File: config.mk
export PLATFORM = sky130hd
export DESIGN_NAME = pgip_back_flat
export DESIGN_NICKNAME = d
export VERILOG_FILES = /design/src/hdl/pressure_gradient_intensity_probe_assert.svh /design/src/hdl/pgip_pkg.sv /design/src/hdl/pgip_stream_if.sv /design/src/hdl/pgip_back.sv /design/src/flat_wrapper.sv
export SDC_FILE = /design/constraint.sdc
export NUM_CORES = 1
export LEC_CHECK = 0
export ABC_AREA = 1
export BUFFER_PORTS_ARGS = -buffer_cell sky130_fd_sc_hd__buf_4
export CAP_MARGIN = 25
export CORE_AREA = 3 3 53 55
export CTS_CLUSTER_SIZE = 30
export DETAILED_ROUTE_END_ITERATION = 16
export DIE_AREA = 0 0 56 58
export GPL_TIMING_DRIVEN = 0
export PLACE_DENSITY = 0.84
export SYNTH_ARGS = -nofsm -noshare
export SYNTH_HDL_FRONTEND = slang
export SYNTH_SLANG_ARGS = --single-unit
File: constraint.sdc
create_clock -name clk -period 0.95 [get_ports clk]
set_clock_uncertainty 0.2 [all_clocks]
set_input_delay 0.095 -clock clk [delete_from_list [all_inputs] [get_ports clk]]
set_output_delay 0.095 -clock clk [all_outputs]
set_load 0.01 [all_outputs]
File: src/hdl/pressure_gradient_intensity_probe_assert.svh
// Assertion macros for the pressure gradient intensity probe.
// The macros expect clk and rst_n to be visible where they are used.
`ifndef PRESSURE_GRADIENT_INTENSITY_PROBE_ASSERT_SVH
`define PRESSURE_GRADIENT_INTENSITY_PROBE_ASSERT_SVH

// Checks that a condition holds at every clock edge outside reset.
`define PGIP_ASSERT_ALWAYS(label, cond) \
    label: assert property (@(posedge clk) disable iff (!rst_n) (cond)) \
        else $error("pgip assertion failed");

// Checks that a consequence holds whenever its condition holds.
`define PGIP_ASSERT_IMPLIES(label, pre, post) \
    label: assert property (@(posedge clk) disable iff (!rst_n) (pre) |-> (post)) \
        else $error("pgip assertion failed");

`endif

File: src/hdl/pgip_pkg.sv
// Shared types, widths and helper functions of the pressure gradient intensity probe.
// Used by pgip_front, pgip_queue, pgip_back and the top level; depends on nothing.
package pgip_pkg;

    localparam int AXES          = 3;
    localparam int PRESSURE_W    = 24;
    localparam int GAIN_W        = 32;
    localparam int DIFF_W        = PRESSURE_W + 1;
    localparam int PROD_W        = DIFF_W + GAIN_W;
    localparam int ROUND_SHIFT   = 21;
    localparam int ROUND_BIAS    = 1 << (ROUND_SHIFT - 1);
    localparam int DELTA_W       = PROD_W - ROUND_SHIFT;
    localparam int ACC_W         = 48;
    localparam int SAT_W         = ACC_W + 2;
    localparam int SPLIT_W       = 24;
    localparam int HI_PROD_W     = (ACC_W - SPLIT_W) + PRESSURE_W;
    localparam int LO_PROD_W     = SPLIT_W + 1 + PRESSURE_W;
    localparam int INT_BIAS      = 1 << (SPLIT_W - 1);
    localparam int PART_W        = LO_PROD_W - SPLIT_W;
    localparam int INTENSITY_W   = 48;
    localparam int QUEUE_DEPTH   = 4;

    typedef logic signed [PRESSURE_W-1:0]  pressure_t;
    typedef logic signed [DELTA_W-1:0]     delta_t;
    typedef logic signed [ACC_W-1:0]       accum_t;
    typedef logic signed [INTENSITY_W-1:0] intensity_t;

    typedef struct packed {
        pressure_t center_pressure;
        pressure_t x_minus_pressure;
        pressure_t x_plus_pressure;
        pressure_t y_minus_pressure;
        pressure_t y_plus_pressure;
        pressure_t z_minus_pressure;
        pressure_t z_plus_pressure;
    } sample_t;

    typedef struct packed {
        intensity_t intensity_x;
        intensity_t intensity_y;
        intensity_t intensity_z;
        pressure_t  pressure_out;
    } result_t;

    typedef struct packed {
        logic [GAIN_W-1:0] velocity_gain;
    } cfg_t;

    typedef struct packed {
        delta_t [AXES-1:0] delta;
        pressure_t         pressure;
    } entry_t;

    typedef struct packed {
        logic full;
        logic empty;
    } queue_status_t;

    // Clamps a value with two guard bits to the signed 48-bit range.
    function automatic accum_t sat48(input logic signed [SAT_W-1:0] x);
        accum_t r;
        if ((x[SAT_W-1] == x[SAT_W-2]) && (x[SAT_W-2] == x[ACC_W-1]))
        begin
            r = x[ACC_W-1:0];
        end
        else if (x[SAT_W-1])
        begin
            r = {1'b1, {(ACC_W-1){1'b0}}};
        end
        else
        begin
            r = {1'b0, {(ACC_W-1){1'b1}}};
        end
        return r;
    endfunction

endpackage

File: src/hdl/pgip_stream_if.sv
// Valid/ready channel carrying one payload per transaction.
// The payload type is chosen at instantiation from pgip_pkg.
interface pgip_stream_if #(parameter type payload_t = logic);

    logic     valid;
    logic     ready;
    payload_t payload;

    modport source (output valid, output payload, input ready);
    modport sink (input valid, input payload, output ready);

endinterface

File: src/hdl/pgip_back.sv
// Back stage: updates the saturating velocity accumulators and forms the intensities.
// Pops the queue and drives the result channel; uses pgip_pkg and pgip_stream_if.
module pgip_back (
    input  logic                     clk,
    input  logic                     rst_n,
    input  pgip_pkg::entry_t         head,
    input  pgip_pkg::queue_status_t  q_status,
    output logic                     pop,
    pgip_stream_if.source            results
);

    logic                 advance;
    logic                 s1_valid_reg;
    logic                 s2_valid_reg;
    logic                 out_valid_reg;
    pgip_pkg::pressure_t  s1_p_reg;
    pgip_pkg::pressure_t  s2_p_reg;
    pgip_pkg::result_t    result_reg;
    pgip_pkg::result_t    result_next;
    pgip_pkg::intensity_t intensity [pgip_pkg::AXES];

    assign advance         = !out_valid_reg || results.ready;
    assign pop             = advance && !q_status.empty;
    assign results.valid   = out_valid_reg;
    assign results.payload = result_reg;

    always_ff @(posedge clk or negedge rst_n)
    begin
        if (!rst_n)
        begin
            s1_valid_reg  <= 1'b0;
            s2_valid_reg  <= 1'b0;
            out_valid_reg <= 1'b0;
        end
        else if (advance)
        begin
            s1_valid_reg  <= pop;
            s2_valid_reg  <= s1_valid_reg;
            out_valid_reg <= s2_valid_reg;
        end
    end

    always_ff @(posedge clk)
    begin
        if (advance)
        begin
            s1_p_reg   <= head.pressure;
            s2_p_reg   <= s1_p_reg;
            result_reg <= result_next;
        end
    end

    for (genvar a = 0; a < pgip_pkg::AXES; a++)
    begin : g_axis
        pgip_pkg::accum_t                          acc_reg;
        pgip_pkg::accum_t                          acc_next;
        logic signed [pgip_pkg::HI_PROD_W-1:0]     hi_prod_reg;
        logic signed [pgip_pkg::LO_PROD_W-1:0]     lo_prod_reg;
        logic signed [pgip_pkg::LO_PROD_W-1:0]     lo_rounded;
        logic signed [pgip_pkg::PART_W-1:0]        part;
        logic signed [pgip_pkg::SAT_W-1:0]         sum;

        assign acc_next = pgip_pkg::sat48(pgip_pkg::SAT_W'(acc_reg)
                                          - pgip_pkg::SAT_W'($signed(head.delta[a])));

        always_ff @(posedge clk or negedge rst_n)
        begin
            if (!rst_n)
            begin
                acc_reg <= '0;
            end
            else if (pop)
            begin
                acc_reg <= acc_next;
            end
        end

        always_ff @(posedge clk)
        begin
            if (advance)
            begin
                hi_prod_reg <= $signed(acc_reg[pgip_pkg::ACC_W-1:pgip_pkg::SPLIT_W]) * s1_p_reg;
                lo_prod_reg <= $signed({1'b0, acc_reg[pgip_pkg::SPLIT_W-1:0]}) * s1_p_reg;
            end
        end

        assign lo_rounded = lo_prod_reg + pgip_pkg::LO_PROD_W'(pgip_pkg::INT_BIAS);
        assign part       = lo_rounded[pgip_pkg::LO_PROD_W-1:pgip_pkg::SPLIT_W];
        assign sum        = pgip_pkg::SAT_W'(hi_prod_reg) + pgip_pkg::SAT_W'(part);
        assign intensity[a] = pgip_pkg::sat48(sum);
    end

    always_comb
    begin
        result_next.intensity_x  = intensity[0];
        result_next.intensity_y  = intensity[1];
        result_next.intensity_z  = intensity[2];
        result_next.pressure_out = s2_p_reg;
    end

endmodule

File: src/flat_wrapper.sv
// flat-port wrapper written by rule: the top's interface ports become plain ports
module pgip_back_flat 
  (clk, rst_n, head, q_status, pop, results_valid, results_payload, results_ready);
  pgip_stream_if results_i ();
  input  logic clk;
  input  logic rst_n;
  input  pgip_pkg::entry_t head;
  input  pgip_pkg::queue_status_t q_status;
  output logic pop;
  output wire logic [$bits(results_i.valid)-1:0] results_valid;
  output wire logic [$bits(results_i.payload)-1:0] results_payload;
  input wire logic [$bits(results_i.ready)-1:0] results_ready;
  assign results_valid = results_i.valid;
  assign results_payload = results_i.payload;
  assign results_i.ready = results_ready;
  pgip_back u_core (.clk(clk), .rst_n(rst_n), .head(head), .q_status(q_status), .pop(pop), .results(results_i));
endmodule
==> results of run 1 <==
-- synthesized netlist by cell type --
cell type / number / area share
edfxtp_1: 3 / 0.41
dfrtp_1: 3 / 0.34
inv_1: 4 / 0.068
nand3_1: 2 / 0.045
nand2_2: 3 / 0.085
nand2_1: 3 / 0.051
-- how the worst min path moves through the flow --
stage | to | slack [ps] | depth (start not counted)
2_1_floorplan | u_core.results.valid$_DFFE_PN0P_ | -400 | 0
3_3_place_gp | u_core.s1_valid_reg$_DFFE_PN0P_ | -320 | 1
3_5_place_dp | u_core.s2_valid_reg$_DFFE_PN0P_ | -310 | 1
4_1_cts | u_core.s1_valid_reg$_DFFE_PN0P_ | -80 | 4
5_1_grt | u_core.s1_valid_reg$_DFFE_PN0P_ | -80 | 4
6_report | u_core.s1_valid_reg$_DFFE_PN0P_ | -80 | 4
-- cell families after synthesis --
logic type / synth area share
flip-flops: 0.750
AND/OR/NAND/NOR: 0.182
buffers and inverters: 0.0682
-- power groups by stage --
stage	Sequential [mW]	Clock, mW	Combinational [mW]
floorplan	0.409	0	0.0697
global placement	0.399	0	0.161
detailed placement	0.403	0	0.170
CTS	0.403	0.273	0.318
global route	0.412	0.291	0.345
finish	0.405	0.254	0.319
-- final cells by class --
cell class	instances	area, sq um	share of cell area
tap	30	37.5	0.0893
inverter	4	15.0	0.0357
sequential	6	165	0.393
multi-input combinational	8	60.1	0.143
clock buffer	4	26.3	0.0625
timing repair buffer	12	116	0.277
-- timing repair --
item | CTS | global route
setup endpoints to repair | 9 | 10
pin swaps | 3 | 2
endpoints found under the hold margin | 6 | 5
buffers inserted | 3 | 0
gates resized for setup | 8 | 2
-- layer usage --
metal | share of wire | wire length [microns] | track usage | vias up
li1 | - | - | - | 86
met1 | 0.37 | 186 | 0.0312 | 82
met2 | 0.50 | 250 | 0.0551 | 7
met3 | 0.12 | 62 | 0.0490 | 0
met4 | 0 | 0 | 0.0203 | 0
met5 | 0 | 0 | 0 | -
-- worst max-delay path: stages (launching register included) --
cell and delay, ps:
dfrtp_1 410, nand2_4 80, nand2_4 50, inv_2 40, buf_6 90
-- per-stage QoR --
step	hold slack (ps)	worst slack (ps)
6_report	-81.3	-259
3_5_place_dp	-313	-138
2_1_floorplan	-401	-101
5_1_grt	-79.7	-319
4_1_cts	-84.6	-287
3_3_place_gp	-316	-110
-- cells in the final DEF, fill, tap and decap left out --
| cell type | count |
|---|---|
| nand3_2 | 2 |
| edfxtp_1 | 3 |
| inv_2 | 1 |
| buf_4 | 5 |
| inv_1 | 3 |
| clkbuf_4 | 3 |
| nand2_2 | 1 |
| buf_6 | 5 |
| dlymetal6s4s_1 | 1 |
| dlygate4sd3_1 | 1 |
| nand2_1 | 3 |
| nand2_4 | 2 |
| clkbuf_1 | 1 |
| dfrtp_1 | 3 |
==> flow_metrics.env, run 1 <==
export IMPL_worst_slack_ps=-259
export IMPL_startpoint_type="register"
export IMPL_chipHeight_microns=58
export IMPL_status="finished, violations left"
export IMPL_switching_share=0.278
export IMPL_dpl_hpwl_microns=348
export IMPL_power_frac_comb=0.327
export IMPL_drt_total_wl_microns=499
export IMPL_syn_inst=18
export IMPL_fin_crit_sh=1.27
export IMPL_relSlewSlack=0.881
export IMPL_p_int_uw=706
export IMPL_root_buffer="clkbuf_4"
export IMPL_drive_gt1_frac=0.559
export IMPL_grt_overflow_total=0
export IMPL_p_leak_nw=0.205
export IMPL_synth_cell_types=6
export IMPL_syn_avg_cell_area_sq_um=12.2
export IMPL_clk_pin_slew_ps=40
export IMPL_r2r_end="u_core.results.payload$_DFFE_PP_"
export IMPL_min_from="q_status[0]"
export IMPL_drtIter0Drc=9
export IMPL_die_w_microns=56
export IMPL_power_frac_seq=0.414
export IMPL_ys_seq_area_frac=0.750
export IMPL_rrSetupSlack_ps=-160
export IMPL_fin_area_sq_um=420
export IMPL_cts_htree_levels=1
export IMPL_power_density_nw_per_um2=2330
export IMPL_fillerInstances=279
export IMPL_clock_path_buffers=2
export IMPL_maxCapViolCount=0
export IMPL_hold_buffers=2
export IMPL_numCtsBuffers=3
export IMPL_hold_ws_ps=-81.3
export IMPL_setup_tns_ps=-1340
export IMPL_cts_sinks=6
export IMPL_syn_nets=155
export IMPL_cts_tree="done"
export IMPL_vias=175
export IMPL_synth_seq_cells=6
export IMPL_finalNonFillerCells=64
export IMPL_ant_nets=0
export IMPL_hold_viol=5
export IMPL_fp_dieArea_sq_um=3250
export IMPL_nets=172
export IMPL_routedWlPerCell_microns=7.80
export IMPL_worstSetupEndpointType="primary output"
export IMPL_rows=18
export IMPL_grt_pass1_wl_microns=828
export IMPL_finalCriticalPeriod_ps=1210
export IMPL_io_buffers=7
export IMPL_power_switching_uw=272
export IMPL_cp_startpoint="u_core.results.valid$_DFFE_PN0P_"
export IMPL_fmax_mhz=827
export IMPL_netlist_area_sq_um=220
export IMPL_worst_slew_pin_slew_ps=178
export IMPL_worstPathArrival_ps=910
export IMPL_core_area_sq_um=2430
export IMPL_grt_usage=0.0392
export IMPL_antenna_found_initial=0
export IMPL_placed_area_sq_um=310
export IMPL_required_ps=650
export IMPL_via_per_inst=2.73
export IMPL_io_pins=140
export IMPL_worstPathMaxFanout=2
export IMPL_violations="hold timing, setup timing"
export IMPL_gp_congestion=0.636
export IMPL_grt_max_degree=6
export IMPL_rsz0062_at_grt="yes"
export IMPL_slew_violations=0
export IMPL_crit_type="reg -> out"
export IMPL_ys_warn_count=0
export IMPL_worstRegToRegCells=2
export IMPL_power_uw=978
export IMPL_holdCritPathClass="in -> reg"
export IMPL_setup_viol=9
export IMPL_clk_latency_ps=240
export IMPL_p_clk_frac=0.259
export IMPL_ir_drop_uv=674
export IMPL_dr_pass1_iters=5
export IMPL_start_util=0.0905
export IMPL_timing_rr_start="u_core.results.valid$_DFFE_PN0P_"
export IMPL_grt_pass1_vias=194
export IMPL_critPathCapture="pop"
export IMPL_drc_errors=0
export IMPL_dp_cells=55
export IMPL_fin_util=0.173
export IMPL_antenna_cells=0
export IMPL_area_delta_synth_final_pct=90.9
Power figures use the tool's default switching activity.
==> inputs of run 2 (changes only) <==
SETUP_SLACK_MARGIN = 0.5   (was not set)
==> run 2 against run 1 <==
Compared with the run above: the flow still finishes with violations (hold timing, setup timing); largest power group unchanged; sequential power is essentially flat; final cell count fell by 3.1%; core utilization decreased by 0.93 points; setup slack about the same; largest cell class unchanged; wire length is 0.40% lower; hold slack lost 490 ps; clock power about the same; first-iteration DRC count did not move.
==> flow_metrics.env, run 2 (same netlist as run 1, synthesis figures left out) <==
export IMPL_status="finished, violations left"
export IMPL_violations="hold timing, setup timing"
export IMPL_cts_tree="done"
export IMPL_worst_slew_pin_slew_ps=178
export IMPL_grt_overflow_total=0
export IMPL_die_w_microns=56
export IMPL_use_met1=0.0299
export IMPL_gp_congestion=0.636
export IMPL_clk_pin_slew_ps=40
export IMPL_fin_area_sq_um=398
export IMPL_power_frac_comb=0.321
export IMPL_vias=167
export IMPL_drtIter0Drc=9
export IMPL_relSlewSlack=0.881
export IMPL_power_frac_seq=0.417
export IMPL_holdCritPathClass="in -> async"
export IMPL_antenna_cells=0
export IMPL_root_buffer="clkbuf_4"
export IMPL_ir_drop_uv=673
export IMPL_fp_dieArea_sq_um=3250
export IMPL_drc_errors=0
export IMPL_clock_path_buffers=2
export IMPL_fin_util=0.164
export IMPL_core_area_sq_um=2430
export IMPL_placed_area_sq_um=310
export IMPL_maxCapViolCount=0
export IMPL_p_int_uw=699
export IMPL_io_pins=140
export IMPL_antenna_found_initial=0
export IMPL_crit_type="reg -> out"
export IMPL_met3_usage=0.0490
export IMPL_drt_total_wl_microns=497
export IMPL_power_density_nw_per_um2=2440
export IMPL_grt_pass1_wl_microns=814
export IMPL_start_util=0.0905
export IMPL_startpoint_type="register"
export IMPL_multi_input_area_sq_um=60.1
export IMPL_nets=170
export IMPL_chipHeight_microns=58
export IMPL_required_ps=650
export IMPL_grt_pass1_vias=191
export IMPL_dpl_hpwl_microns=348
export IMPL_grt_usage=0.0387
export IMPL_hold_viol=6
export IMPL_hold_ws_ps=-566
export IMPL_drive_gt1_frac=0.594
export IMPL_clk_latency_ps=240
export IMPL_grtUsageMet2=0.0551
export IMPL_power_switching_uw=271
export IMPL_switching_share=0.279
export IMPL_rsz0062_at_grt="yes"
export IMPL_numCtsBuffers=3
export IMPL_setup_tns_ps=-1340
export IMPL_fin_crit_sh=1.27
export IMPL_worst_slack_ps=-259
export IMPL_io_buffers=7
export IMPL_worstPathMaxFanout=2
export IMPL_dr_pass1_iters=5
export IMPL_top_usage_layer="met2"
export IMPL_routedWlPerCell_microns=8.02
export IMPL_slew_violations=0
export IMPL_fillerInstances=282
export IMPL_finalCriticalPeriod_ps=1210
export IMPL_worstSetupEndpointType="primary output"
export IMPL_regArea_sq_um=165
export IMPL_p_clk_frac=0.261
export IMPL_p_leak_nw=0.188
export IMPL_rows=18
export IMPL_via_per_inst=2.69
export IMPL_fmax_mhz=827
export IMPL_layout_common_cells="buf_4, buf_6"
export IMPL_grt_max_degree=6
export IMPL_worstPathArrival_ps=910
export IMPL_area_delta_synth_final_pct=80.7
export IMPL_setup_viol=9
export IMPL_cts_sinks=6
export IMPL_cts_htree_levels=1
export IMPL_ant_nets=0
-- run 2: cell types whose count changed in the layout (fill, tap and decap cells not counted), sizes merged --
cell	change
dlygate4sd3	-1
dlymetal6s4s	-1
-- run 2: stage by stage --
stage                     cells  power [mW]  setup slack (ps)
after global routing         62        1.04              -319
after floorplan              18       0.478              -101
final                        62       0.970              -259
after CTS                    62       0.986              -287
after global placement       55       0.560              -110
after detailed placement     55       0.573              -138
-- run 2: timing repair --
item / CTS / global route
resized for setup: 8 / 1
pin swaps: 3 / 2
endpoints found under the setup margin: 11 / 11
setup buffers: 3 / 0
hold endpoints to repair: 6 / 6
-- run 2: area by class of cell --
type	instances	area share
inverter	4	0.0377
timing repair buffer	10	0.236
tap	30	0.0943
clock buffer	4	0.0660
sequential	6	0.415
multi-input combinational	8	0.151
-- run 2: path summary, 6_finish.rpt --
kind,end,start,slack (ps),cells past startpoint
worst min register to register,u_core.results.payload$_DFFE_PP_,u_core.s2_p_reg[0]$_DFFE_PP_,220,0
worst max register to register,u_core.results.payload$_DFFE_PP_,u_core.results.valid$_DFFE_PN0P_,-160,2
worst max-delay path,pop,u_core.results.valid$_DFFE_PN0P_,-260,4
worst min-delay path,u_core.s1_valid_reg$_DFFE_PN0P_,rst_n,-570,1
min in group clk,u_core.s1_p_reg[0]$_DFFE_PP_,head[0],-170,1
max in group asynchronous,u_core.s2_valid_reg$_DFFE_PN0P_,rst_n,1020,1
-- run 2: power groups by stage --
stage / clock (mW) / combinational, mW / sequential [mW]
6_report: 0.253 / 0.312 / 0.405
5_1_grt: 0.291 / 0.337 / 0.412
4_1_cts: 0.273 / 0.311 / 0.403
3_5_place_dp: 0 / 0.170 / 0.403
3_3_place_gp: 0 / 0.161 / 0.399
2_1_floorplan: 0 / 0.0697 / 0.409
-- run 2: critical path, cell delays in order, from the launching register on --
cell and delay (ps):
dfrtp_1 410, nand2_4 80, nand2_4 50, inv_2 40, buf_6 90
-- run 2: layer usage --
| layer | share of wire | routed length [microns] |
|---|---|---|
| met3 | 0.12 | 59 |
| met5 | 0 | 0 |
| met1 | 0.38 | 191 |
| met4 | 0 | 0 |
| met2 | 0.49 | 246 |
