$ cat config.mk
export PLATFORM = sky130hd
export DESIGN_NAME = pgip_queue
export DESIGN_NICKNAME = d
export VERILOG_FILES = /design/src/hdl/pressure_gradient_intensity_probe_assert.svh /design/src/hdl/pgip_pkg.sv /design/src/hdl/pgip_queue.sv
export SDC_FILE = /design/constraint.sdc
export NUM_CORES = 1
export LEC_CHECK = 0
export ABC_AREA = 1
export CELL_PAD_IN_SITES_DETAIL_PLACEMENT = 1
export CELL_PAD_IN_SITES_GLOBAL_PLACEMENT = 2
export CORE_ASPECT_RATIO = 1.2
export CORE_MARGIN = 3
export CORE_UTILIZATION = 40
export DETAILED_ROUTE_END_ITERATION = 8
export DONT_BUFFER_PORTS = 1
export GPL_TIMING_DRIVEN = 0
export PLACE_DENSITY_LB_ADDON = 0.1
export SETUP_SLACK_MARGIN = 0.5
export SYNTH_ARGS = -nofsm -noshare
export SYNTH_HDL_FRONTEND = slang
export SYNTH_SLANG_ARGS = --single-unit
$ cat constraint.sdc
create_clock -name clk -period 4.5 [get_ports clk]
set_clock_uncertainty 0.05 [all_clocks]
set_input_delay 0 -clock clk [delete_from_list [all_inputs] [get_ports clk]]
set_output_delay 0 -clock clk [all_outputs]
set_load 0.1 [all_outputs]
$ cat src/hdl/pressure_gradient_intensity_probe_assert.svh
// Assertion macros for the pressure gradient intensity probe.
// The macros expect clk and rst_n to be visible where they are used.
`ifndef PRESSURE_GRADIENT_INTENSITY_PROBE_ASSERT_SVH
`define PRESSURE_GRADIENT_INTENSITY_PROBE_ASSERT_SVH

// Checks that a condition holds at every clock edge outside reset.
`define PGIP_ASSERT_ALWAYS(label, cond) \
    label: assert property (@(posedge clk) disable iff (!rst_n) (cond)) \
        else $error("pgip assertion failed");

// Checks that a consequence holds whenever its condition holds.
`define PGIP_ASSERT_IMPLIES(label, pre, post) \
    label: assert property (@(posedge clk) disable iff (!rst_n) (pre) |-> (post)) \
        else $error("pgip assertion failed");

`endif

$ cat src/hdl/pgip_pkg.sv
// Shared types, widths and helper functions of the pressure gradient intensity probe.
// Used by pgip_front, pgip_queue, pgip_back and the top level; depends on nothing.
package pgip_pkg;

    localparam int AXES          = 3;
    localparam int PRESSURE_W    = 24;
    localparam int GAIN_W        = 32;
    localparam int DIFF_W        = PRESSURE_W + 1;
    localparam int PROD_W        = DIFF_W + GAIN_W;
    localparam int ROUND_SHIFT   = 21;
    localparam int ROUND_BIAS    = 1 << (ROUND_SHIFT - 1);
    localparam int DELTA_W       = PROD_W - ROUND_SHIFT;
    localparam int ACC_W         = 48;
    localparam int SAT_W         = ACC_W + 2;
    localparam int SPLIT_W       = 24;
    localparam int HI_PROD_W     = (ACC_W - SPLIT_W) + PRESSURE_W;
    localparam int LO_PROD_W     = SPLIT_W + 1 + PRESSURE_W;
    localparam int INT_BIAS      = 1 << (SPLIT_W - 1);
    localparam int PART_W        = LO_PROD_W - SPLIT_W;
    localparam int INTENSITY_W   = 48;
    localparam int QUEUE_DEPTH   = 4;

    typedef logic signed [PRESSURE_W-1:0]  pressure_t;
    typedef logic signed [DELTA_W-1:0]     delta_t;
    typedef logic signed [ACC_W-1:0]       accum_t;
    typedef logic signed [INTENSITY_W-1:0] intensity_t;

    typedef struct packed {
        pressure_t center_pressure;
        pressure_t x_minus_pressure;
        pressure_t x_plus_pressure;
        pressure_t y_minus_pressure;
        pressure_t y_plus_pressure;
        pressure_t z_minus_pressure;
        pressure_t z_plus_pressure;
    } sample_t;

    typedef struct packed {
        intensity_t intensity_x;
        intensity_t intensity_y;
        intensity_t intensity_z;
        pressure_t  pressure_out;
    } result_t;

    typedef struct packed {
        logic [GAIN_W-1:0] velocity_gain;
    } cfg_t;

    typedef struct packed {
        delta_t [AXES-1:0] delta;
        pressure_t         pressure;
    } entry_t;

    typedef struct packed {
        logic full;
        logic empty;
    } queue_status_t;

    // Clamps a value with two guard bits to the signed 48-bit range.
    function automatic accum_t sat48(input logic signed [SAT_W-1:0] x);
        accum_t r;
        if ((x[SAT_W-1] == x[SAT_W-2]) && (x[SAT_W-2] == x[ACC_W-1]))
        begin
            r = x[ACC_W-1:0];
        end
        else if (x[SAT_W-1])
        begin
            r = {1'b1, {(ACC_W-1){1'b0}}};
        end
        else
        begin
            r = {1'b0, {(ACC_W-1){1'b1}}};
        end
        return r;
    endfunction

endpackage

$ cat src/hdl/pgip_queue.sv
// Short register queue between the front and back stages.
// Holds rounded velocity steps with their pressure; uses pgip_pkg.
module pgip_queue #(
    parameter int DEPTH = pgip_pkg::QUEUE_DEPTH
) (
    input  logic                     clk,
    input  logic                     rst_n,
    input  logic                     push,
    input  pgip_pkg::entry_t         push_entry,
    input  logic                     pop,
    output pgip_pkg::entry_t         head,
    output pgip_pkg::queue_status_t  status
);

    localparam int PTR_W = (DEPTH > 1) ? $clog2(DEPTH) : 1;
    localparam int CNT_W = $clog2(DEPTH + 1);

    pgip_pkg::entry_t  mem_reg [DEPTH];
    logic [PTR_W-1:0]  wr_ptr_reg;
    logic [PTR_W-1:0]  wr_ptr_next;
    logic [PTR_W-1:0]  rd_ptr_reg;
    logic [PTR_W-1:0]  rd_ptr_next;
    logic [CNT_W-1:0]  count_reg;
    logic [CNT_W-1:0]  count_next;

    assign status.full  = (count_reg == CNT_W'(DEPTH));
    assign status.empty = (count_reg == '0);
    assign head         = mem_reg[rd_ptr_reg];

    always_comb
    begin
        wr_ptr_next = wr_ptr_reg;
        rd_ptr_next = rd_ptr_reg;
        count_next  = count_reg;
        if (push)
        begin
            wr_ptr_next = (wr_ptr_reg == PTR_W'(DEPTH - 1)) ? '0 : wr_ptr_reg + 1'b1;
        end
        if (pop)
        begin
            rd_ptr_next = (rd_ptr_reg == PTR_W'(DEPTH - 1)) ? '0 : rd_ptr_reg + 1'b1;
        end
        if (push && !pop)
        begin
            count_next = count_reg + 1'b1;
        end
        else if (pop && !push)
        begin
            count_next = count_reg - 1'b1;
        end
    end

    always_ff @(posedge clk or negedge rst_n)
    begin
        if (!rst_n)
        begin
            wr_ptr_reg <= '0;
            rd_ptr_reg <= '0;
            count_reg  <= '0;
        end
        else
        begin
            wr_ptr_reg <= wr_ptr_next;
            rd_ptr_reg <= rd_ptr_next;
            count_reg  <= count_next;
        end
    end

    always_ff @(posedge clk)
    begin
        if (push)
        begin
            mem_reg[wr_ptr_reg] <= push_entry;
        end
    end

endmodule

==> metrics, run 1 <==
status=complete, no violations; min-delay src=push_entry[83]; R2R setup slack=2360 ps; maximum fanout along the worst path=10; vias in the first global route=13.7k; worst flop-to-flop path endpoint=mem_reg[0][51]; share of cells above drive strength 1=0.0925; DRC viols=0; post-synth cell types=20; CP Data Required Time=~4500 ps; DRT Wirelength=about 56 mm; Post-Synth XOR/XNOR Area=0.000407; Maximum Capacitance Violations=0; Critical Path End Type=output port; TritonCTS Sinks=between 500 and 600; Simple-Gate Fraction of Synth Area=0.0730; worst hold path depth=1; crit path DAT=between 2000 and 3000 ps; setup bufs post-CTS=0; post-synthesis mux area share=0; I/O pin count=270; TritonRoute pass-1 iters=5; Syn Inst Count=roughly 1.6k; Util after Layout=0.486; first-pass GRT wire length=about 84 mm; register area share after synthesis=0.744; Max clock buf depth=3; CP startpoint kind=flop; asr flop ratio synth=0.0131; Clock Latency Late Sink=600 ps; HPWL after DPL=around 35 mm; Layout Nets=just under 2k; kind of critical path=flop to output port; Die Width=roughly 220 um; #FFs+latches synth=roughly 540; clock slew at reported path FFs=~60 ps; worst slew pin tran=1050 ps; Fillers=roughly 5.3k; pins over their slew limit=0; die area=~0.057 sq mm; reg-to-reg startpoint=wr_ptr_reg[0]; Tmin final=between 2000 and 3000 ps; GRT Resource Usage Total=0.197; vias per cell=approximately 5.0; flip-flop count of the largest register after layout=between 500 and 600; adder-cell share of the synthesized area=0.00442; Overflow after GRT=0; EDFF count, synth=528; antenna viol nets, final=0; core box area=0.0530 sq mm; Final TNS setup=0 ps; CTS tree=yes; Placer Congestion=about 0.72; largest net degree at the start of global routing=just under 70; Synth Cell Area=roughly 0.022 sq mm; row count=92; largest family of logic cells by synthesized area=compound AO/OA/AOI/OAI gates; Setup Viol. Count Final=0; initial antenna violation count=9; FF-to-FF path depth=5; drt wl/cell=between 20 and 25 um; Yosys warning count=0; CTS H-tree depth=2; Highest Clock Rate=around 360 MHz; ys flop type=edfxtp_1; RSZ-0062 raised after global routing=no; starting density of the core=0.407; IO Port Bufs=0; average size of a mapped cell=~14 sq um; post-synthesis compound-gate area fraction=0.0930; relative slew slack=0.299; Vias=around 13k; crit share post-route=0.625; Die Span Y=260 um; CTS Root Cell=clkbuf_16; P&R area growth vs syn=19.5%; initial DRC count=roughly 660; Synth Net Count=about 1.7k; Hold Path Sink=mem_reg[3][83]; Final Hold Fails=0; Hold Crit Class=input port to flop; total CTS buffers=54
[cells in the mapped netlist (2+ instances only)]
library cell | number | area, sq um
nand2_1 | 412 | 1550
o21ai_0 | 2 | 10.0
o21ai_1 | 2 | 10.0
edfxtp_1 | 528 | 15900
buf_6 | 51 | 574
clkbuf_1 | 6 | 22.5
nor3_1 | 2 | 10.0
buf_4 | 16 | 120
o211ai_1 | 264 | 1980
ha_1 | 6 | 75.1
dfrtp_1 | 7 | 175
buf_2 | 14 | 70.1
inv_1 | 275 | 1030
[critical path: stages, from the launching register on]
cell,delay [ps]
dfrtp_1,390
buf_4,190
inv_2,210
buf_6,230
buf_4,230
o211ai_1,110
nand2_1,770
[logic make-up (layout without fill, tap and decap cells)]
kind of cell               after synthesis  in the layout
xor gates and xnor gates                 1              1
other                                    0              6
adders and majority gates                7              7
AOI/OAI and AO/OA                      268            268
DFF                                    535            535
buffers and inverters                  364            610
and+or+nand+nor                        417            417
[placed cells by master, fill, tap and decap left out, types with 2 or more instances in the layout]
cell	count
clkbuf_16	54
clkinv_2	10
buf_2	14
inv_6	2
dlygate4sd3_1	140
buf_6	51
nor3_2	2
inv_8	4
clkbuf_1	21
o21ai_0	2
o21ai_1	2
bufinv_16	4
o211ai_1	264
buf_4	16
nand2_1	412
clkbuf_8	4
diode_2	6
edfxtp_1	528
buf_16	6
dfrtp_1	7
inv_1	271
ha_1	6
clkinv_1	10
[worst max path at each step]
stage,from,to,slack [ps],cells after the start
after floorplan,wr_ptr_reg[0],mem_reg[2][0],760,4
after global placement,wr_ptr_reg[0],mem_reg[0][49],-1760,4
after detailed placement,rd_ptr_reg[1],head[71],2270,6
after CTS,rd_ptr_reg[1],head[71],1600,6
after global routing,rd_ptr_reg[1],head[73],1560,6
final,rd_ptr_reg[1],head[71],1690,6
[final cells by class]
class                   count  area, sq um  share of cell area
well taps                 705          882              0.0343
plain buffers              87          787              0.0306
flip-flops and latches    535        16000               0.623
repair buffers            146         1570              0.0608
inverters                 277         1070              0.0417
multi-input cells         693         3690               0.143
clock inverters            27          241             0.00938
clock buffers              73         1460              0.0568
diodes                      6         15.0            0.000583
[metal layers]
metal	wire (um)	track usage	share of wire	up-vias
li1	-	-	-	5977
met1	22000	0.228	0.39	6356
met2	29100	0.360	0.52	265
met3	3250	0.0526	0.058	92
met4	1490	0.0569	0.027	6
met5	41	0	0.00073	-
[per-stage QoR]
stage	instances	hold slack, ps	instance area [sq um]	setup slack (ps)
floorplan	1592	-346	21500	764
finish	2549	55.0	25700	1690
global route	2545	28.5	25700	1560
CTS	2543	3.30	25700	1600
detailed placement	2303	-345	22600	2270
global placement	2297	-345	22400	-1760
[what timing repair did]
| item | CTS | global route |
|---|---|---|
| hold buffers | 140 | 0 |
| endpoints found under the setup margin | 0 | 0 |
| endpoints found under the hold margin | 775 | 0 |
| gates resized for setup | 0 | 0 |
Power of run 1 is not shown: default switching activity piles up to over one toggle a cycle in this logic, so the estimate is an artifact.
==> inputs of run 2 (changes only) <==
==> constraint.sdc (replaced) <==
create_clock -name clk -period 2.4 [get_ports clk]
set_clock_uncertainty 0.05 [all_clocks]
set_input_delay 0 -clock clk [delete_from_list [all_inputs] [get_ports clk]]
set_output_delay 0 -clock clk [all_outputs]
set_load 0.1 [all_outputs]
==> run 2 against run 1 <==
Sequential share of layout area down 4.3 points. Via count increased by 2.9%. Sequential cell count stayed put. Die area stayed put. Register-to-register slack got worse by 1800 ps. Critical endpoint is now head[44]. Hold slack got worse by 8.6 ps. First-iteration DRC count increased by 5.0%. Final cell count grew 1.5%. Non-clock buffer count increased by 39. Count of clock-buffer cells in the layout increased by 8. Wire length grew 9.0%.
==> metrics, run 2 (same netlist as run 1, synthesis figures left out) <==
IO Port Bufs=0; die area=0.0567 sq mm; Critical Path End Type=output port; leading cell type in the layout, fill and taps excluded=edfxtp_1; largest net degree at the start of global routing=33; WL met1=between 20 and 30 mm; RSZ-0062 raised after global routing=yes; TritonRoute pass-1 iters=5; Maximum Capacitance Violations=0; kind of critical path=flop to output port; Fillers=between 5k and 6k; DRT Wirelength=around 61 mm; vias per cell=just over 5; Max clock buf depth=3; Hold Crit Class=input port to flop; P&R area growth vs syn=28.4%; commonest non-fill, non-tap cells in the layout=528 x edfxtp_1, 276 x nand2_1, 269 x inv_1, 264 x o211ai_1, 137 x dlygate4sd3_1; CTS tree=yes; vias in the first global route=14.0k; starting density of the core=0.407; share of cells above drive strength 1=0.193; Vias=13.1k; Die Width=between 200 and 250 um; CP startpoint kind=flop; CP Data Required Time=approximately 2400 ps; met2 routed WL=between 30 and 40 mm; DRC viols=0; initial antenna violation count=4; top sig layer=met5; crit path DAT=roughly 2100 ps; row count=92; maximum fanout along the worst path=10; relative slew slack=0.337; flip-flop count of the largest register after layout=between 500 and 600; CTS H-tree depth=2; core box area=approximately 0.053 sq mm; crit share post-route=0.896; worst setup margin=between 200 and 250 ps; initial DRC count=a little under 700; Place WS=-298 ps; HPWL after DPL=about 37 mm; Detail Route met3 WL=~3.2 mm; drt wl/cell=23.6 um; I/O pin count=270; Final Hold Fails=0; Overflow after GRT=0; Die Span Y=between 200 and 300 um; clock slew at reported path FFs=about 60 ps; Clock Latency Late Sink=roughly 600 ps; first-pass GRT wire length=around 87 mm; Setup Viol. Count Final=0; Highest Clock Rate=approximately 460 MHz; FF-to-FF path depth=7; worst hold path depth=1; CTS Root Cell=clkbuf_16; worst slew pin tran=991 ps; GRT Resource Usage Total=0.205; Layout Nets=~2k; antenna viol nets, final=0; R2R setup slack=roughly 550 ps; TritonCTS Sinks=between 500 and 600; Tmin final=between 2000 and 2500 ps; Placer Congestion=0.726; total CTS buffers=54; pins over their slew limit=0; status=complete, no violations
[run 2: cell count changes in the layout (fill, tap and decap cells not counted), moves of 5 or more]
cell | previous run | this run
clkinvlp_4 | 0 | 9
nand2_4 | 0 | 132
clkbuf_2 | 0 | 5
clkbuf_4 | 0 | 5
buf_2 | 14 | 2
clkbuf_16 | 54 | 69
buf_12 | 0 | 22
nand2_1 | 412 | 276
buf_8 | 0 | 8
[run 2: critical path: stages, from the launching register on]
cell and delay [ps]:
dfrtp_2 460, inv_8 150, buf_12 190, buf_6 170, nand2_1 70, o211ai_1 170
nand2_4 260
[run 2: path summary, 6_finish.rpt]
kind | startpoint | end
max | rd_ptr_reg[0] | head[44]
min | push_entry[106] | mem_reg[3][106]
max reg2reg | wr_ptr_reg[1] | mem_reg[1][85]
min reg2reg | count_reg[1] | count_reg[1]
max in group asynchronous | rst_n | count_reg[1]
min in group asynchronous | rst_n | rd_ptr_reg[1]
[run 2: through the flow]
| step | setup TNS, ps | instance area (sq um) | hold slack, ps | instances | util |
|---|---|---|---|---|---|
| floorplan | -346290 | 21600 | -346 | 1592 | - |
| global placement | -1429730 | 22500 | -345 | 2297 | 0.424 |
| detailed placement | -9850 | 22800 | -345 | 2313 | 0.430 |
| CTS | 0 | 27100 | 3.78 | 2555 | 0.512 |
| global route | 0 | 27600 | 33.4 | 2584 | 0.522 |
| finish | 0 | 27600 | 46.4 | 2587 | 0.522 |
[run 2: layout make-up]
class                           count  area [sq um]  share of cell area
Timing Repair Buffer              185          2220              0.0802
Clock inverter                     17          86.3             0.00312
Timing Repair inverter              4          27.5            0.000996
Tap cell                          705           882              0.0319
Multi-Input combinational cell    693          4710               0.170
Inverter                          277          1070              0.0389
Sequential cell                   535         16000               0.580
Buffer                             87          1060              0.0384
Clock buffer                       81          1550              0.0559
Antenna cell                        3          7.51            0.000272
[run 2: what timing repair did]
action,CTS,global route
cloned,5,12
setup buffers,3,16
resized for setup,342,22
hold buffers,136,1
endpoints found under the hold margin,572,51
endpoints found under the setup margin,627,545
pin swaps,49,80
[run 2: metal layers]
metal  GRT usage  vias up
met5           0        -
met1       0.254     6652
met4      0.0498        2
met2       0.365      276
met3      0.0474       77
li1            -     6063
Power of run 2 is left out for the same reason.
==> inputs of run 3 (changes only) <==
--- a/config.mk
+++ b/config.mk
@@ -8,7 +8,7 @@
 export ABC_AREA = 1
 export CELL_PAD_IN_SITES_DETAIL_PLACEMENT = 1
 export CELL_PAD_IN_SITES_GLOBAL_PLACEMENT = 2
-export CORE_ASPECT_RATIO = 1.2
+export CORE_ASPECT_RATIO = 1.1
 export CORE_MARGIN = 3
 export CORE_UTILIZATION = 40
 export DETAILED_ROUTE_END_ITERATION = 8
==> run 3 against run 2 <==
Core utilization shrank 0.27 points. Critical path depth is the same. First-iteration DRC count shrank 2.0%. Final cell count shrank 1.4%. Final area shrank 0.71%. Largest cell class unchanged. Non-clock buffer count shrank 4. Wire length shrank 3.8%. Global-route usage shrank 0.33 points.
==> metrics, run 3 (same netlist as run 1, synthesis figures left out) <==
status=complete, no violations; Layout Nets=between 1.5k and 2k; DRC viols=0; share of cells above drive strength 1=0.188; Overflow after GRT=0; crit path DAT=between 2000 and 2500 ps; CP startpoint kind=flop; Final Hold Fails=0; P&R area growth vs syn=27.5%; vias per cell=5.04; Placer Congestion=0.733; core box area=between 0.05 and 0.06 sq mm; TritonRoute pass-1 iters=5; Clock Latency Late Sink=approximately 600 ps; worst slew pin tran=between 1000 and 1500 ps; initial DRC count=682; Highest Clock Rate=around 460 MHz; clock slew at reported path FFs=60 ps; Vias=12.9k; CTS H-tree depth=2; worst flop-to-flop path endpoint=mem_reg[3][90]; FF/Latch Area=approximately 0.016 sq mm; HPWL after DPL=approximately 36 mm; drt wl/cell=23.0 um; Die Span Y=249 um; TritonCTS Sinks=about 540; flip-flop count of the largest register after layout=between 500 and 600; Place WS=-205 ps; Hold Crit Class=input port to flop; Maximum Capacitance Violations=0; worst hold path depth=1; Critical Path End Type=output port; R2R setup slack=570 ps; GRT Resource Usage Total=0.202; DRT Wirelength=around 60 mm; first-pass GRT wire length=~85 mm; leading cell type in the layout, fill and taps excluded=edfxtp_1; largest net degree at the start of global routing=34; IO Port Bufs=0; Multi-input gate area=0.00471 sq mm; Tmin final=around 2200 ps; FF-to-FF path depth=5; relative slew slack=0.329; Fillers=slightly above 5k; Max clock buf depth=3; CP Data Required Time=2350 ps; total CTS buffers=55; antenna viol nets, final=0; crit share post-route=0.904; commonest non-fill, non-tap cells in the layout=528 x edfxtp_1, 276 x nand2_1, 270 x inv_1, 264 x o211ai_1, 139 x dlygate4sd3_1; Util after Layout=0.519; Setup Viol. Count Final=0; maximum fanout along the worst path=10; starting density of the core=0.408; die area=0.0567 sq mm; CTS Root Cell=clkbuf_16; CTS tree=yes; vias in the first global route=around 13k; Die Width=227 um; initial antenna violation count=5; RSZ-0062 raised after global routing=yes; worst setup margin=around 230 ps; kind of critical path=flop to output port; I/O pin count=270; Hold Path Sink=mem_reg[0][129]; row count=88; reg-to-reg startpoint=wr_ptr_reg[0]; min-delay src=push_entry[129]; pins over their slew limit=0
==> run 3: cell types whose count changed in the layout (fill, tap and decap cells not counted), sizes merged <==
cell,previous run,this run
buf,113,114
inv,274,273
clkinvlp,10,9
dlygate4sd3,137,139
clkinv,14,19
bufinv,0,3
clkbuf,103,89
==> run 3: layout make-up <==
cell class,count,share of cell area
clock inverter,24,0.00702
sequential,535,0.584
multi-input combinational,693,0.172
timing repair inverter,3,0.000820
buffer,87,0.0373
clock buffer,74,0.0543
timing repair buffer,181,0.0752
inverter,277,0.0388
tap,675,0.0308
antenna,3,0.000273
==> run 3: per-stage QoR <==
| stage | hold slack (ps) | instance area, sq um | std cells | TNS, ps |
|---|---|---|---|---|
| finish | 57.3 | 27500 | 2552 | 0 |
| global route | 25.8 | 27400 | 2551 | 0 |
| CTS | 4.01 | 27000 | 2530 | 0 |
| detailed placement | -345 | 22800 | 2284 | -7100 |
| global placement | -345 | 22400 | 2267 | -1428050 |
| floorplan | -346 | 21600 | 1592 | -346290 |
==> run 3: routing by layer <==
| metal | share of wire | GRT usage | routed length (um) | up-vias |
|---|---|---|---|---|
| met3 | 0.046 | 0.0425 | 2710 | 89 |
| li1 | - | - | - | 6083 |
| met1 | 0.42 | 0.261 | 24800 | 6447 |
| met2 | 0.51 | 0.346 | 29600 | 239 |
| met4 | 0.025 | 0.0536 | 1470 | 4 |
| met5 | 0.00043 | 0 | 25 | - |
==> run 3: worst max-delay path by stage <==
stage                              from              to  slack [ps]
final                     rd_ptr_reg[0]        head[42]         230
after global routing      rd_ptr_reg[0]       head[102]         160
after CTS                 rd_ptr_reg[0]        head[98]         220
after detailed placement  wr_ptr_reg[0]  mem_reg[3][61]        -210
after global placement    wr_ptr_reg[0]  mem_reg[2][61]       -2750
after floorplan           wr_ptr_reg[0]   mem_reg[0][0]        -670
==> run 3: repair_timing <==
item	in CTS	in global routing
cloned	3	8
endpoints found under the hold margin	620	35
pin swaps	24	68
resized for setup	307	36
setup endpoints to repair	575	403
setup buffers	7	10
hold buffers	138	1
==> run 3: worst max-delay path, cell delays in order (launching register included) <==
cell       delay, ps
dfrtp_1          390
inv_4             90
buf_6            140
clkbuf_16        180
buf_12           150
o211ai_1         280
nand2_4          270
Power of run 3 is left out for the same reason.
